[src/rtl/lnp_pkg.sv]
`timescale 1ns / 1ps
// ============================================================================
// lnp_pkg : shared types and constants for the next-permutation core
// Transfer payloads, opcodes and the controller/datapath interface structs.
// ============================================================================
package lnp_pkg;

    localparam int ELEM_BITS   = 4;
    localparam int MAX_LEN_DEF = 16;
    localparam int SEQ_W       = 64;
    localparam int LEN_W       = 5;
    localparam int OP_W        = 2;

    localparam logic [LEN_W-1:0] LEN_RESET = 5'd16;

    localparam logic [OP_W-1:0] OP_RESTART = 2'd0;
    localparam logic [OP_W-1:0] OP_ADVANCE = 2'd1;
    localparam logic [OP_W-1:0] OP_LOAD    = 2'd2;

    typedef struct packed {
        logic [OP_W-1:0]  opcode;
        logic [SEQ_W-1:0] load_value;
    } t_in;

    typedef struct packed {
        logic [SEQ_W-1:0] sequence_res;
        logic             advanced;
    } t_out;

    typedef struct packed {
        logic apply;
        logic find;
        logic succ;
        logic swap;
        logic rev;
        logic out_load;
        logic adv;
    } t_cmd;

    typedef struct packed {
        logic found;
        logic succ_right;
    } t_stat;

endpackage

[src/rtl/lexicographic_next_permutation_core.sv]
`timescale 1ns / 1ps
// ============================================================================
// lexicographic_next_permutation_core : next-permutation engine
// Steps a stored sequence of four-bit elements to its lexicographic successor.
// ============================================================================
// Each transfer returns the packed sequence after the operation. Restart, load
// and unused opcodes pass from accept to result and the output register; an
// advance steps through accept, pivot search, successor search, swap, suffix
// reversal and result, skipping swap and reversal when the sequence has no
// ascent. One item is in flight at a time, set by the sequencer's walk through
// those phases; a finished result may wait on the output while the next item
// is taken. The user must see that length_in_use is written through i_cfg_wr_en
// only while idle; the block does not enforce it. Values above MAX_LEN act as MAX_LEN.
module lexicographic_next_permutation_core #(
    parameter int MAX_LEN = lnp_pkg::MAX_LEN_DEF
) (
    input  logic                       i_clk,
    input  logic                       i_rst_n,
    input  logic                       i_valid,
    output logic                       o_stall,
    input  lnp_pkg::t_in               i_data,
    output logic                       o_valid,
    input  logic                       i_stall,
    output lnp_pkg::t_out              o_data,
    input  logic                       i_cfg_wr_en,
    input  logic [lnp_pkg::LEN_W-1:0]  i_cfg_wr_data
);

    lnp_pkg::t_cmd  w_cmd;
    lnp_pkg::t_stat w_stat;

    lnp_ctrl u_ctrl (
        .i_clk    (i_clk),
        .i_rst_n  (i_rst_n),
        .i_valid  (i_valid),
        .i_opcode (i_data.opcode),
        .i_stall  (i_stall),
        .i_stat   (w_stat),
        .o_cmd    (w_cmd),
        .o_stall  (o_stall),
        .o_valid  (o_valid)
    );

    lnp_datapath #(
        .MAX_LEN (MAX_LEN)
    ) u_datapath (
        .i_clk         (i_clk),
        .i_rst_n       (i_rst_n),
        .i_data        (i_data),
        .i_cfg_wr_en   (i_cfg_wr_en),
        .i_cfg_wr_data (i_cfg_wr_data),
        .i_cmd         (w_cmd),
        .o_stat        (w_stat),
        .o_data        (o_data)
    );

    a_busy_after_accept: assert property (@(posedge i_clk) disable iff (!i_rst_n)
        (i_valid && !o_stall) |=> o_stall)
        else $error("input taken while previous item in flight");

    a_result_shown: assert property (@(posedge i_clk) disable iff (!i_rst_n)
        w_cmd.out_load |=> o_valid)
        else $error("result loaded but not presented");

    a_succ_right_of_pivot: assert property (@(posedge i_clk) disable iff (!i_rst_n)
        w_cmd.swap |-> w_stat.succ_right)
        else $error("successor not right of pivot");

    a_adv_needs_found: assert property (@(posedge i_clk) disable iff (!i_rst_n)
        (w_cmd.out_load && w_cmd.adv) |-> w_stat.found)
        else $error("advanced flagged without an ascent");

endmodule

[src/rtl/lnp_ctrl.sv]
`timescale 1ns / 1ps
// ============================================================================
// lnp_ctrl : sequencer for the next-permutation core
// Steps an advance through pivot search and, on an ascent, successor search,
// swap and suffix reversal, and owns the input and output handshakes.
// ============================================================================
module lnp_ctrl (
    input  logic                      i_clk,
    input  logic                      i_rst_n,
    input  logic                      i_valid,
    input  logic [lnp_pkg::OP_W-1:0]  i_opcode,
    input  logic                      i_stall,
    input  lnp_pkg::t_stat            i_stat,
    output lnp_pkg::t_cmd             o_cmd,
    output logic                      o_stall,
    output logic                      o_valid
);

    localparam logic [2:0] S_IDLE = 3'd0;
    localparam logic [2:0] S_FIND = 3'd1;
    localparam logic [2:0] S_SUCC = 3'd2;
    localparam logic [2:0] S_SWAP = 3'd3;
    localparam logic [2:0] S_REV  = 3'd4;
    localparam logic [2:0] S_DONE = 3'd5;

    logic [2:0] r_state, n_state;
    logic       r_adv, n_adv;
    logic       r_out_valid, n_out_valid;
    logic       w_out_free;

    assign w_out_free = !r_out_valid || !i_stall;
    assign o_stall    = (r_state != S_IDLE);
    assign o_valid    = r_out_valid;

    always_comb begin
        n_state     = r_state;
        n_adv       = r_adv;
        n_out_valid = r_out_valid && i_stall;
        o_cmd       = '0;
        o_cmd.adv   = r_adv;
        case (r_state)
            S_IDLE: begin
                if (i_valid) begin
                    n_adv = 1'b0;
                    if (i_opcode == lnp_pkg::OP_ADVANCE) begin
                        n_state = S_FIND;
                    end else begin
                        o_cmd.apply = 1'b1;
                        n_state     = S_DONE;
                    end
                end
            end
            S_FIND: begin
                o_cmd.find = 1'b1;
                n_state    = S_SUCC;
            end
            S_SUCC: begin
                if (i_stat.found) begin
                    o_cmd.succ = 1'b1;
                    n_state    = S_SWAP;
                end else begin
                    n_state = S_DONE;
                end
            end
            S_SWAP: begin
                o_cmd.swap = 1'b1;
                n_state    = S_REV;
            end
            S_REV: begin
                o_cmd.rev = 1'b1;
                n_adv     = 1'b1;
                n_state   = S_DONE;
            end
            S_DONE: begin
                if (w_out_free) begin
                    o_cmd.out_load = 1'b1;
                    n_out_valid    = 1'b1;
                    n_state        = S_IDLE;
                end
            end
            default: begin
                n_state = S_IDLE;
            end
        endcase
    end

    always_ff @(posedge i_clk) begin
        if (!i_rst_n) begin
            r_state     <= S_IDLE;
            r_adv       <= 1'b0;
            r_out_valid <= 1'b0;
        end else begin
            r_state     <= n_state;
            r_adv       <= n_adv;
            r_out_valid <= n_out_valid;
        end
    end

endmodule

[src/rtl/lnp_datapath.sv]
`timescale 1ns / 1ps
// ============================================================================
// lnp_datapath : element store and permutation datapath
// Holds the sequence and length register, the pivot and successor indices,
// and the output register.
// ============================================================================
module lnp_datapath #(
    parameter int MAX_LEN = lnp_pkg::MAX_LEN_DEF
) (
    input  logic                       i_clk,
    input  logic                       i_rst_n,
    input  lnp_pkg::t_in               i_data,
    input  logic                       i_cfg_wr_en,
    input  logic [lnp_pkg::LEN_W-1:0]  i_cfg_wr_data,
    input  lnp_pkg::t_cmd              i_cmd,
    output lnp_pkg::t_stat             o_stat,
    output lnp_pkg::t_out              o_data
);

    localparam int EB = lnp_pkg::ELEM_BITS;
    localparam int IW = $clog2(MAX_LEN);
    localparam int MW = $clog2(MAX_LEN + 1);

    logic [MAX_LEN-1:0][EB-1:0] r_seq, n_seq;
    logic [lnp_pkg::LEN_W-1:0]  r_len;
    logic [IW-1:0]              r_piv, r_succ;
    logic                       r_found;
    lnp_pkg::t_out              r_out;

    logic [MW-1:0]   w_len;
    logic [IW-1:0]   w_piv, w_succ;
    logic            w_found;
    logic [EB-1:0]   w_pv, w_sv;
    logic [IW:0]     w_sum;

    assign w_len = (r_len > lnp_pkg::LEN_W'(MAX_LEN)) ? MW'(MAX_LEN) : MW'(r_len);
    assign w_pv  = r_seq[r_piv];
    assign w_sv  = r_seq[r_succ];
    assign w_sum = (IW+1)'(w_len) + (IW+1)'(r_piv);

    // rightmost ascent
    always_comb begin
        w_piv   = '0;
        w_found = 1'b0;
        for (int k = 0; k < MAX_LEN - 1; k++) begin
            if ((MW'(k + 1) < w_len) && (r_seq[k] < r_seq[k + 1])) begin
                w_piv   = IW'(k);
                w_found = 1'b1;
            end
        end
    end

    // rightmost element larger than the pivot
    always_comb begin
        w_succ = '0;
        for (int k = 0; k < MAX_LEN; k++) begin
            if ((IW'(k) > r_piv) && (MW'(k) < w_len) && (r_seq[k] > w_pv)) begin
                w_succ = IW'(k);
            end
        end
    end

    always_comb begin
        n_seq = r_seq;
        if (i_cmd.apply) begin
            if (i_data.opcode == lnp_pkg::OP_RESTART) begin
                for (int k = 0; k < MAX_LEN; k++) begin
                    n_seq[k] = EB'(k);
                end
            end else if (i_data.opcode == lnp_pkg::OP_LOAD) begin
                for (int k = 0; k < MAX_LEN; k++) begin
                    n_seq[k] = i_data.load_value[k*EB +: EB];
                end
            end
        end else if (i_cmd.swap) begin
            for (int k = 0; k < MAX_LEN; k++) begin
                if (IW'(k) == r_piv) begin
                    n_seq[k] = w_sv;
                end else if (IW'(k) == r_succ) begin
                    n_seq[k] = w_pv;
                end
            end
        end else if (i_cmd.rev) begin
            // suffix lane k takes element (pivot + length - k)
            for (int k = 0; k < MAX_LEN; k++) begin
                if ((IW'(k) > r_piv) && (MW'(k) < w_len)) begin
                    n_seq[k] = r_seq[IW'(w_sum - (IW+1)'(k))];
                end
            end
        end
    end

    always_ff @(posedge i_clk) begin
        if (!i_rst_n) begin
            for (int k = 0; k < MAX_LEN; k++) begin
                r_seq[k] <= EB'(k);
            end
            r_len   <= lnp_pkg::LEN_RESET;
            r_found <= 1'b0;
        end else begin
            r_seq <= n_seq;
            if (i_cfg_wr_en) begin
                r_len <= i_cfg_wr_data;
            end
            if (i_cmd.find) begin
                r_found <= w_found;
            end
        end
    end

    always_ff @(posedge i_clk) begin
        if (i_cmd.find) begin
            r_piv <= w_piv;
        end
        if (i_cmd.succ) begin
            r_succ <= w_succ;
        end
        if (i_cmd.out_load) begin
            r_out.sequence_res <= lnp_pkg::SEQ_W'(r_seq);
            r_out.advanced     <= i_cmd.adv;
        end
    end

    assign o_stat.found      = r_found;
    assign o_stat.succ_right = (r_succ > r_piv);
    assign o_data            = r_out;

endmodule
[config.mk]
export PLATFORM = sky130hd
export DESIGN_NAME = lexicographic_next_permutation_core
export DESIGN_NICKNAME = d
export VERILOG_FILES = /design/src/rtl/lnp_pkg.sv /design/src/rtl/lexicographic_next_permutation_core.sv /design/src/rtl/lnp_ctrl.sv /design/src/rtl/lnp_datapath.sv
export SDC_FILE = /design/constraint.sdc
export NUM_CORES = 1
export LEC_CHECK = 0
export BUFFER_PORTS_ARGS = -buffer_cell sky130_fd_sc_hd__buf_2
export CAP_MARGIN = 40
export CORE_MARGIN = 4
export CORE_UTILIZATION = 37
export DETAILED_ROUTE_END_ITERATION = 16
export PLACE_DENSITY = 0.6
export SETUP_SLACK_MARGIN = 0.1
export SYNTH_ARGS = -nofsm -noshare
export SYNTH_HDL_FRONTEND = slang
export SYNTH_SLANG_ARGS = --single-unit
[constraint.sdc]
create_clock -name i_clk -period 14.8 [get_ports i_clk]
set_clock_uncertainty 0.05 [all_clocks]
set_input_delay 2.96 -clock i_clk [delete_from_list [all_inputs] [get_ports i_clk]]
set_output_delay 2.96 -clock i_clk [all_outputs]
set_load 0.005 [all_outputs]
==> metrics.csv <==
stage;metric;value;unit
outcome;status;finished, final reports clean;
synth;async_flop_share;0;%
die;die_h;203.3;um
synth;synth_area_per_cell;9.202;sq um
synth;synthesis.nets;1727;
timing;slew_viol_final;0;
drt;drcViolationCount;0;
timing;setup_viol;0;
die;core;37670;sq um
setup_path;r2r_slack;9560;ps
layout;final_common_cell;nand2_1;
global_route;grt_overflow;0;
die;core.rowCount;71;
setup_path;crit_arrival;5920;ps
setup_path;critPathCaptureType;flip-flop;
drt;first_pass_iters;6;
layout;instances_no_fill;2179;
layout;area_delta_synth_final;15.01;%
die;die_w;203.3;um
power_and_ir_drop;p_per_area;142.5;nW/um^2
timing;fin_crit_sh;38.05;%
timing;final_hold_viol_count;0;
layout;finalNetCount;1847;
synth;yosys_most_used_dff;dfxtp_1;
clock_tree;cts_resized;0;
timing;setup-tns-final;0;ps
layout;nFillCells;3737;
synth;synth-edff-count;73;
clock_tree;cts_buffer_depth;2;
setup_path;cp.required;15090;ps
timing;tightest_slew;1011;ps
drt;finalWirelength;71600;um
power_and_ir_drop;vdd_drop_max;0.08949;mV
timing;fin_crit;5631;ps
global_route;grt_pass1_vias;14247;
clock_tree;hold_buffers;0;
synth;syn-instance-count;1533;
die;initial_utilization;37.45;%
setup_path;startpoint_type;primary input;
timing;rsz0062_at_grt;false;
clock_tree;cts_root_buf;clkbuf_16;
drt;wl_per_cell;32.86;um
clock_tree;clk_pin_slew;70;ps
drt;antenna_left;0;
drt;drt_iter0_markers;2259;
global_route;grt_pass1_wl;100900;um
clock_tree;h-tree-depth;4;
timing;slew_headroom;32.34;%
timing;fmax;177.6;MHz
synth;seq_area_frac_synth;26.18;%
global_route;grt_usage;33.65;%
drt;via_count;14908;
layout;post-route-util;43.07;%
die;die_area;41320;sq um
clock_tree;postCtsSetupBuffers;0;
placement;dp.cells;2144;
placement;numPortBuffers;142;
synth;synth_top_area_cell;edfxtp_1;
global_route;antenna_found_initial;2;
synth;synth_area_leaders;edfxtp_1 16%, mux4_2 12%, dfxtp_1 11%;
synth;synth_area;14110;sq um
placement;gp_congestion;1.062;
layout;drive_gt1_share;20.89;%
layout;mostFrequentLayoutCells;152 x nand2_1, 143 x buf_2, 116 x ha_1;
drt;viasPerCell;6.842;
clock_tree;cts_tree;done;
run;max_cap_viol_count;0;
synth;ys.warnings.count;0;
synth;synth_cell_types;71;
min_path;min_path_type;reg -> reg;
synth;synth_top_area_share;15.54;%
setup_path;crit_fanout;32;
clock_tree;cts_sinks;148;
synth;synth_seq_cells;148;
setup_path;path_class;in -> reg;
placement;dp_hpwl;51700;um
clock_tree;clock_latency;470;ps
global_route;grt_max_degree;49;
clock_tree;cts_buffers;17;
power_and_ir_drop;power_leakage;6.667;nW
die;pin_count;143;
[through the flow]
step                area [sq um]  power (mW)  worst slack, ps  hold slack (ps)
floorplan                  14110       1.314             8188            356.4
finish                     16220       2.312             9169            396.4
global route               16220       2.383             9015            411.1
detailed placement         15640       1.817             8750            380.4
CTS                        16210       2.259             9241            393.2
global placement           15440       1.765             8819            367.8
[synth_stat cells, types with 16 or more instances]
| cell type | n |
|---|---|
| nor2b_1 | 34 |
| a221o_1 | 16 |
| a211oi_1 | 27 |
| nand2b_1 | 43 |
| nand4_1 | 19 |
| a21oi_1 | 91 |
| nand2_1 | 152 |
| o211ai_1 | 29 |
| mux4_2 | 77 |
| clkbuf_1 | 57 |
| nor2_1 | 106 |
| o21ai_0 | 84 |
| a31oi_1 | 35 |
| dfxtp_1 | 75 |
| inv_1 | 77 |
| a21o_1 | 19 |
| edfxtp_1 | 73 |
| o21a_1 | 21 |
| nand3_1 | 18 |
| buf_2 | 31 |
| mux2i_1 | 102 |
| a221oi_1 | 51 |
| ha_1 | 117 |
[metal layers]
layer	global-route usage (%)	vias up	part of all wire, %
met2	49.87	1249	42
met1	42.52	7168	37
met3	10.61	341	13
li1	-	6148	-
met5	0	-	0.017
met4	21.37	2	8.0
[logic make-up (layout without fill, tap and decap cells)]
family | Yosys count | after routing | share of synthesized area [%]
fa+ha+maj | 118 | 118 | 10.52
xor+xnor | 14 | 14 | 1.162
simple gates | 417 | 417 | 13.75
compound gates | 464 | 464 | 22.62
other cells | 0 | 2 | 0
flops | 148 | 148 | 26.18
mux | 193 | 193 | 20.65
buf+inv | 179 | 312 | 5.126
[sequential cells by signal, indices dropped and copies added (netlist names), 3 cells and up]
name	cells
u_datapath.r_piv	4
u_datapath.r_len	5
u_datapath.r_succ	4
u_ctrl.r_state	3
u_datapath.r_seq	64
u_datapath.o_data	65
[layout make-up]
cell class | instances | area [sq um] | area share, %
well taps | 511 | 639.4 | 3.941
clock inverters | 15 | 146.4 | 0.9023
flip-flops and latches | 148 | 3694 | 22.77
inverters | 79 | 296.5 | 1.828
multi-input cells | 1206 | 9759 | 60.15
clock buffers | 17 | 425.4 | 2.622
repair buffers | 201 | 1259 | 7.758
diodes | 2 | 5.005 | 0.03085
[critical path: stages]
cell and delay (ps):
buf_2 330, nand2b_1 180, and3_1 160, buf_4 380, or2_2 470, buf_4 470, o221ai_1 300, a221o_1 330
a221oi_1 220, a211oi_1 80
[final timing paths]
check,startpoint,end,cells past startpoint
worst max-delay path,i_data[65],u_datapath.r_seq[23]$_SDFFE_PN0P_,10
worst min-delay path,u_ctrl.r_adv$_SDFFE_PN0P_,u_datapath.o_data[0]$_DFFE_PP_,0
worst max register to register,u_datapath.r_len[4]$_SDFFE_PN1P_,u_datapath.r_seq[12]$_SDFFE_PN1P_,13
worst min register to register,u_ctrl.r_adv$_SDFFE_PN0P_,u_datapath.o_data[0]$_DFFE_PP_,0
[power breakdown]
| part | switching, mW | internal, mW |
|---|---|---|
| clock | 0.205 | 0.236 |
| sequential | 0.122 | 0.477 |
| combinational | 0.783 | 0.489 |
No activity file was read; power rests on OpenSTA's default activity.
